$ cat config.mk
export PLATFORM = sky130hd
export DESIGN_NAME = sorted_event_queue_insert_core
export DESIGN_NICKNAME = d
export VERILOG_FILES = /design/src/rtl/seqi_pkg.sv /design/src/rtl/seqi_cell.sv /design/src/rtl/sorted_event_queue_insert_core.sv
export SDC_FILE = /design/constraint.sdc
export NUM_CORES = 2
export LEC_CHECK = 0
export BUFFER_PORTS_ARGS = -buffer_cell sky130_fd_sc_hd__buf_4
export CAP_MARGIN = 20
export CELL_PAD_IN_SITES_DETAIL_PLACEMENT = 1
export CELL_PAD_IN_SITES_GLOBAL_PLACEMENT = 2
export CORE_ASPECT_RATIO = 0.7
export CORE_UTILIZATION = 47
export CTS_CLUSTER_DIAMETER = 60
export DETAILED_ROUTE_END_ITERATION = 10
export GPL_TIMING_DRIVEN = 0
export PLACE_DENSITY = 0.86
export SYNTH_ARGS = -nofsm -noshare
export SYNTH_HDL_FRONTEND = slang
export SYNTH_SLANG_ARGS = --single-unit
$ cat constraint.sdc
create_clock -name clk -period 15.6 [get_ports clk]
set_input_delay 1.56 -clock clk [delete_from_list [all_inputs] [get_ports clk]]
set_output_delay 1.56 -clock clk [all_outputs]
set_load 0.01 [all_outputs]
$ cat src/rtl/seqi_pkg.sv
// package for the sorted event queue insert core
// request/result payload types, stored entry type and cell link type; no dependencies
`timescale 1ns / 1ps

package seqi_pkg;

	localparam int unsigned QUEUE_DEPTH_DEF = 16;

	typedef enum logic [1:0] {
		STATUS_INSERTED = 2'd0,
		STATUS_ZERO_PID = 2'd1,
		STATUS_FULL     = 2'd2
	} status_t;

	typedef struct packed {
		logic        event_type;
		logic [31:0] event_time;
		logic [31:0] process_id;
	} seqi_in_t;

	typedef struct packed {
		status_t     status;
		logic [3:0]  insert_position;
		logic [4:0]  entry_count;
		logic [31:0] head_time;
		logic        head_type;
		logic [31:0] head_pid;
	} seqi_out_t;

	typedef struct packed {
		logic [31:0] ev_time;
		logic        ev_kind;
		logic [31:0] ev_pid;
	} entry_t;

	// what a cell hands to its right neighbor
	typedef struct packed {
		entry_t entry;
		logic   valid;
		logic   take;
	} link_t;

endpackage

$ cat src/rtl/seqi_cell.sv
// one slot of the sorted queue: holds an entry, compares it with the new request
// and either keeps it, takes the left neighbor's entry, or takes the new one; uses seqi_pkg
`timescale 1ns / 1ps

module seqi_cell
	import seqi_pkg::*;
(
	input  logic   clk,
	input  logic   arst_n,
	input  logic   ins_en,
	input  entry_t new_entry,
	input  link_t  left,
	output link_t  right,
	output entry_t nxt_entry
);

	entry_t entry_q;
	logic   valid_q;
	logic   gt;
	logic   take;
	logic   nxt_valid;

	// stored entry sorts strictly after the new one
	always_comb begin
		if (entry_q.ev_time != new_entry.ev_time) begin
			gt = entry_q.ev_time > new_entry.ev_time;
		end else begin
			gt = new_entry.ev_kind & ~entry_q.ev_kind;
		end
	end

	// monotone along the chain: empty slots sit behind all filled ones
	assign take  = ~valid_q | gt;
	assign right = '{entry: entry_q, valid: valid_q, take: take};

	always_comb begin
		priority if (left.take) begin
			nxt_entry = left.entry;
			nxt_valid = left.valid;
		end else if (take) begin
			nxt_entry = new_entry;
			nxt_valid = 1'b1;
		end else begin
			nxt_entry = entry_q;
			nxt_valid = valid_q;
		end
	end

	always_ff @(posedge clk or negedge arst_n) begin
		if (!arst_n) begin
			valid_q <= 1'b0;
		end else if (ins_en) begin
			valid_q <= nxt_valid;
		end
	end

	always_ff @(posedge clk) begin
		if (ins_en) begin
			entry_q <= nxt_entry;
		end
	end

endmodule

$ cat src/rtl/sorted_event_queue_insert_core.sv
// top level of the sorted event queue insert core: row of seqi_cell slots,
// fill count, status logic and result register; uses seqi_pkg and seqi_cell
//
//  channel | valid     | ready     | payload           | direction
//  req     | req_valid | req_ready | req (seqi_in_t)   | into the core
//  rsp     | rsp_valid | rsp_ready | rsp (seqi_out_t)  | out of the core
//
// one request per cycle while req_ready is high: all cells compare against
// the new event at once and shift or load in the same cycle, the result
// lands in the output register in the cycle after its request is accepted.
// reset empties the queue (valid bits and count cleared) and drops any result.
// req_ready is low only while a result waits and rsp_ready is low.
`timescale 1ns / 1ps

module sorted_event_queue_insert_core
	import seqi_pkg::*;
#(
	parameter int unsigned QUEUE_DEPTH = QUEUE_DEPTH_DEF
) (
	input  logic      clk,
	input  logic      arst_n,
	input  logic      req_valid,
	output logic      req_ready,
	input  seqi_in_t  req,
	output logic      rsp_valid,
	input  logic      rsp_ready,
	output seqi_out_t rsp
);

	localparam int unsigned IDX_W = (QUEUE_DEPTH > 1) ? $clog2(QUEUE_DEPTH) : 1;
	localparam int unsigned CNT_W = $clog2(QUEUE_DEPTH + 1);

	logic             req_fire;
	logic             ins_en;
	status_t          status;
	entry_t           new_entry;
	link_t            link [QUEUE_DEPTH+1];
	entry_t           head_nxt [QUEUE_DEPTH];
	logic [IDX_W-1:0] pos;
	logic [CNT_W-1:0] count_q;
	logic [CNT_W-1:0] count_nxt;
	logic [IDX_W+3:0] pos_ext;
	logic [CNT_W+4:0] count_ext;
	logic             rsp_valid_q;
	seqi_out_t        rsp_q;
	seqi_out_t        rsp_nxt;

	assign req_ready = ~rsp_valid_q | rsp_ready;
	assign req_fire  = req_valid & req_ready;

	always_comb begin
		priority if (req.process_id == 32'd0) begin
			status = STATUS_ZERO_PID;
		end else if (count_q == CNT_W'(QUEUE_DEPTH)) begin
			status = STATUS_FULL;
		end else begin
			status = STATUS_INSERTED;
		end
	end

	assign ins_en    = req_fire & (status == STATUS_INSERTED);
	assign new_entry = '{ev_time: req.event_time, ev_kind: req.event_type,
		ev_pid: req.process_id};

	assign link[0] = '{entry: '0, valid: 1'b0, take: 1'b0};

	for (genvar g = 0; g < QUEUE_DEPTH; g++) begin : g_cell
		seqi_cell u_cell (
			.clk       (clk),
			.arst_n    (arst_n),
			.ins_en    (ins_en),
			.new_entry (new_entry),
			.left      (link[g]),
			.right     (link[g+1]),
			.nxt_entry (head_nxt[g])
		);
	end

	// insert position: the first cell that takes the new entry
	always_comb begin
		pos = '0;
		for (int i = 0; i < QUEUE_DEPTH; i++) begin
			if (link[i+1].take && !link[i].take) begin
				pos = pos | IDX_W'(i);
			end
		end
		if (status != STATUS_INSERTED) begin
			pos = '0;
		end
	end

	assign count_nxt = (status == STATUS_INSERTED) ? count_q + CNT_W'(1) : count_q;
	assign pos_ext   = {4'd0, pos};
	assign count_ext = {5'd0, count_nxt};

	always_comb begin
		rsp_nxt.status          = status;
		rsp_nxt.insert_position = pos_ext[3:0];
		rsp_nxt.entry_count     = count_ext[4:0];
		if (count_nxt == '0) begin
			rsp_nxt.head_time = '0;
			rsp_nxt.head_type = 1'b0;
			rsp_nxt.head_pid  = '0;
		end else if (ins_en) begin
			rsp_nxt.head_time = head_nxt[0].ev_time;
			rsp_nxt.head_type = head_nxt[0].ev_kind;
			rsp_nxt.head_pid  = head_nxt[0].ev_pid;
		end else begin
			// no shift this cycle, cell 0 holds its entry
			rsp_nxt.head_time = link[1].entry.ev_time;
			rsp_nxt.head_type = link[1].entry.ev_kind;
			rsp_nxt.head_pid  = link[1].entry.ev_pid;
		end
	end

	always_ff @(posedge clk or negedge arst_n) begin
		if (!arst_n) begin
			count_q     <= '0;
			rsp_valid_q <= 1'b0;
		end else begin
			if (ins_en) begin
				count_q <= count_nxt;
			end
			if (req_fire) begin
				rsp_valid_q <= 1'b1;
			end else if (rsp_ready) begin
				rsp_valid_q <= 1'b0;
			end
		end
	end

	always_ff @(posedge clk) begin
		if (req_fire) begin
			rsp_q <= rsp_nxt;
		end
	end

	assign rsp_valid = rsp_valid_q;
	assign rsp       = rsp_q;

endmodule
==> results.json <==
{
  "start_kind": "input port",
  "fin_tns_setup_ps": 0,
  "startpoint": "req[46]",
  "drc": 2,
  "clockPowerShare_pct": 22.7,
  "ios": 147,
  "met1_length_um": 46580,
  "netlist_area_um2": 38200,
  "timing.final.ws_setup_ps": 9053,
  "hold-path-endpoint": "g_cell[0].u_cell.right[2]$_DFF_P_",
  "syn_inst": 3152,
  "vias": 26850,
  "hpwl_um": 82930,
  "grt_use_total_pct": 25.50,
  "rrSetupSlack_ps": 11390,
  "p_switching_mw": 2.503,
  "powerDensity_nw_per_um2": 166.7,
  "root_buffer": "clkbuf_16",
  "async_flop_share_pct": 3.343,
  "dr_wl_met3_um": 4441,
  "clock_latency_ps": 640,
  "grt_pass1_wl_um": 163000,
  "core_um2": 80440,
  "crit_path_top_delay_cell": "nor4_1",
  "p_leak_nw": 16.99,
  "critical_path.max_fanout": 22,
  "synth_fp_nets": 3735,
  "die_area_um2": 82430,
  "grt_max_degree": 66,
  "final_util_pct": 54.01,
  "hp-class": "register to register",
  "highest_layer": "met4",
  "worstMarginPinSlew_ps": 1094,
  "crit_buf_inv": 3,
  "post_cts_resized": 0,
  "synth_edf_count": 571,
  "ys_ff_latch": 658,
  "end_kind": "register",
  "cts_num_sinks": 658,
  "finalWirelength_um": 104900,
  "ys_seq_area_share_pct": 49.74,
  "peakVddDrop_mv": 0.1098,
  "antenna_found_initial": 1,
  "overflow": 0,
  "worstPathRequired_ps": 15890,
  "fill_cells": 8215,
  "min_path_cells": 1,
  "synth.distinct_cells": 70,
  "clkTransAtPathRegs_ps": 70,
  "place_area_um2": 41210,
  "post-cts-setup-buffers": 0,
  "ys.warnings.count": 0,
  "swShare_pct": 34.56,
  "viasPerCell": 5.936,
  "wl_met2_um": 50200,
  "fin_nets": 3972,
  "drv_cap": 0,
  "fin_crit_ps": 6547,
  "slowest_delay_ps": 800,
  "setup_viol": 0,
  "cts_tree": "built",
  "path_cells": "buf_4 -> clkbuf_1 -> inv_1 -> ha_1 -> nand4_1 -> nor4_1 -> nand3_1 -> o31a_1 -> a31oi_1 -> a2bb2oi_1 -> o211a_1 -> a41oi_1",
  "area_delta_synth_final_pct": 13.74,
  "synth_top_cell_by_area": "edfxtp_1",
  "internal_power_mw": 4.740,
  "cts_buffers": 72,
  "period_share_pct": 41.97,
  "initial_core_util_pct": 47.48,
  "grt_pass1_vias": 29820,
  "design_area_um2": 43450,
  "htreeDepth": 3,
  "failed_checks": "design-rule violations",
  "die_y_um": 240.5,
  "rsz0062_at_grt": "no",
  "r2r_start": "g_cell[13].u_cell.right[50]$_DFFE_PP_",
  "arrival_ps": 6840,
  "die_width_um": 342.7,
  "sequentialPowerShare_pct": 39.9,
  "cts_buffer_depth": 3,
  "rows": 87,
  "synthTopCellsByArea": "edfxtp_1 (45%), ha_1 (17%), mux2_2 (10%)",
  "antenna_left": 0,
  "worstHoldStart": "g_cell[0].u_cell.right[2]$_DFF_P_",
  "crit_family": "compound AO/OA/AOI/OAI gates",
  "r2r-end": "rsp[70]$_SDFFCE_PP0P_",
  "drt_iter0_drc": 1268,
  "gp_congestion": 0.9549,
  "pwr-share-comb_pct": 37.4,
  "hold_violations": 0,
  "drive_above_1_share_pct": 20.30,
  "maxSlewViolCount": 0,
  "relSlewSlack_pct": 27.08,
  "synth_top_area_share_pct": 44.89,
  "synth_top_flop_cell": "edfxtp_1",
  "drt_pass1_iterations": 8,
  "max_clock_freq_mhz": 152.8,
  "place_ws_ps": 8643,
  "crit_type": "input port to register",
  "outcome": "finished with violations",
  "worstRegToRegCells": 9,
  "finalClockSkew_ps": 27.02,
  "synth_area_per_cell_um2": 12.12,
  "cts_hold_buf": 0,
  "wl_per_cell_um": 23.20,
  "io_buffers": 146
}
power by group through the flow:
stage / registers, mW / clock network (mW) / logic, mW
after floorplan: 2.86 / 0 / 1.82
after global placement: 2.90 / 0 / 2.46
after detailed placement: 2.91 / 0 / 2.68
after CTS: 2.88 / 1.67 / 2.72
after global routing: 2.94 / 1.73 / 2.98
final: 2.89 / 1.65 / 2.71
layout by cell type, fill, tap and decap left out, types with 9 or more instances in the layout:
cell type,netlist,final
mux2_2,351,351
buf_2,30,30
a31oi_1,9,9
o211ai_1,14,14
clkinv_2,0,10
a221oi_1,10,10
nand2_1,333,333
mux2_1,9,9
clkbuf_16,0,72
nand3_1,38,38
o21ai_0,298,298
dfxtp_1,65,65
a21oi_1,212,202
nand2b_1,36,36
buf_16,0,16
nor3_1,23,23
buf_6,15,15
nor2b_1,22,22
ha_1,514,514
clkbuf_1,87,111
a211oi_1,12,12
edfxtp_1,571,571
o31a_1,67,67
mux2_4,10,10
inv_1,69,69
a21o_1,35,35
buf_4,5,151
a21oi_4,1,13
nor4_1,36,36
dfrtp_1,22,22
nor2_1,44,44
nand4_1,104,104
per-layer routing:
layer	GRT usage (%)	vias to the layer above
li1	-	12660
met2	43.37	505
met4	10.12	0
met5	0	-
met3	4.103	213
met1	32.48	13470
how the worst max path moves through the flow:
| stage | endpoint | slack, ps | cells after the start |
|---|---|---|---|
| floorplan | g_cell[15].u_cell.valid_q$_DFFE_PN0P_ | 8850 | 6 |
| global placement | g_cell[15].u_cell.valid_q$_DFFE_PN0P_ | 5980 | 7 |
| detailed placement | g_cell[3].u_cell.valid_q$_DFFE_PN0P_ | 8640 | 13 |
| CTS | g_cell[3].u_cell.valid_q$_DFFE_PN0P_ | 9250 | 13 |
| global route | rsp[70]$_SDFFCE_PP0P_ | 9010 | 12 |
| finish | rsp[70]$_SDFFCE_PP0P_ | 9050 | 12 |
worst reg2reg max path, stage by stage (launching register included):
cell and delay [ps]:
edfxtp_1 410, ha_1 330, nand4_1 200, nor4_1 800, nand3_1 260, o31a_1 210
a31oi_1 440, a2bb2oi_1 610, o211a_1 340, a41oi_1 270
synth_stat cells (10+ instances only):
library cell	instances
a211oi_1	12
a21o_1	35
a21oi_1	212
a221oi_1	10
buf_2	30
buf_6	15
clkbuf_1	87
dfrtp_1	22
dfxtp_1	65
edfxtp_1	571
ha_1	514
inv_1	69
mux2_2	351
mux2_4	10
nand2_1	333
nand2b_1	36
nand3_1	38
nand4_1	104
nor2_1	44
nor2b_1	22
nor3_1	23
nor4_1	36
o211ai_1	14
o21ai_0	298
o31a_1	67
cell type report:
cell class	instances	area (µm²)	area share (%)
sequential	658	19000	43.73
clock inverter	30	225.2	0.5184
inverter	70	262.8	0.6048
timing repair buffer	163	1551	3.571
multi-input combinational	2285	18380	42.29
buffer	139	690.7	1.590
tap	1068	1336	3.076
clock buffer	103	1988	4.576
antenna	7	17.52	0.04032
flip-flops by register name, indices dropped and copies added (netlist names):
| register | count |
|---|---|
| count_q | 5 |
| g_cell.u_cell.right | 560 |
| g_cell.u_cell.valid_q | 16 |
| rsp | 76 |
| rsp_valid | 1 |
cell families (layout without fill, tap and decap cells):
logic type	after synthesis	after routing	share of synthesized area, %
XOR/XNOR	6	6	0.1376
AND/OR/NAND/NOR	671	671	8.448
AO/OA/AOI/OAI	721	721	11.26
multiplexers	373	373	11.08
other	0	7	0
adder cells (fa/ha/maj)	514	514	16.84
flip-flops	658	658	49.74
buffers and inverters	209	505	2.496
stage by stage:
| step | cells | power (mW) | hold slack (ps) |
|---|---|---|---|
| 2_1_floorplan | 3152 | 4.678 | 449.8 |
| 3_3_place_gp | 4366 | 5.358 | 455.9 |
| 3_5_place_dp | 4383 | 5.591 | 462.0 |
| 4_1_cts | 4516 | 7.270 | 476.0 |
| 5_1_grt | 4516 | 7.645 | 487.7 |
| 6_report | 4523 | 7.243 | 474.8 |
Note: power is estimated with default switching activity, not from simulation.
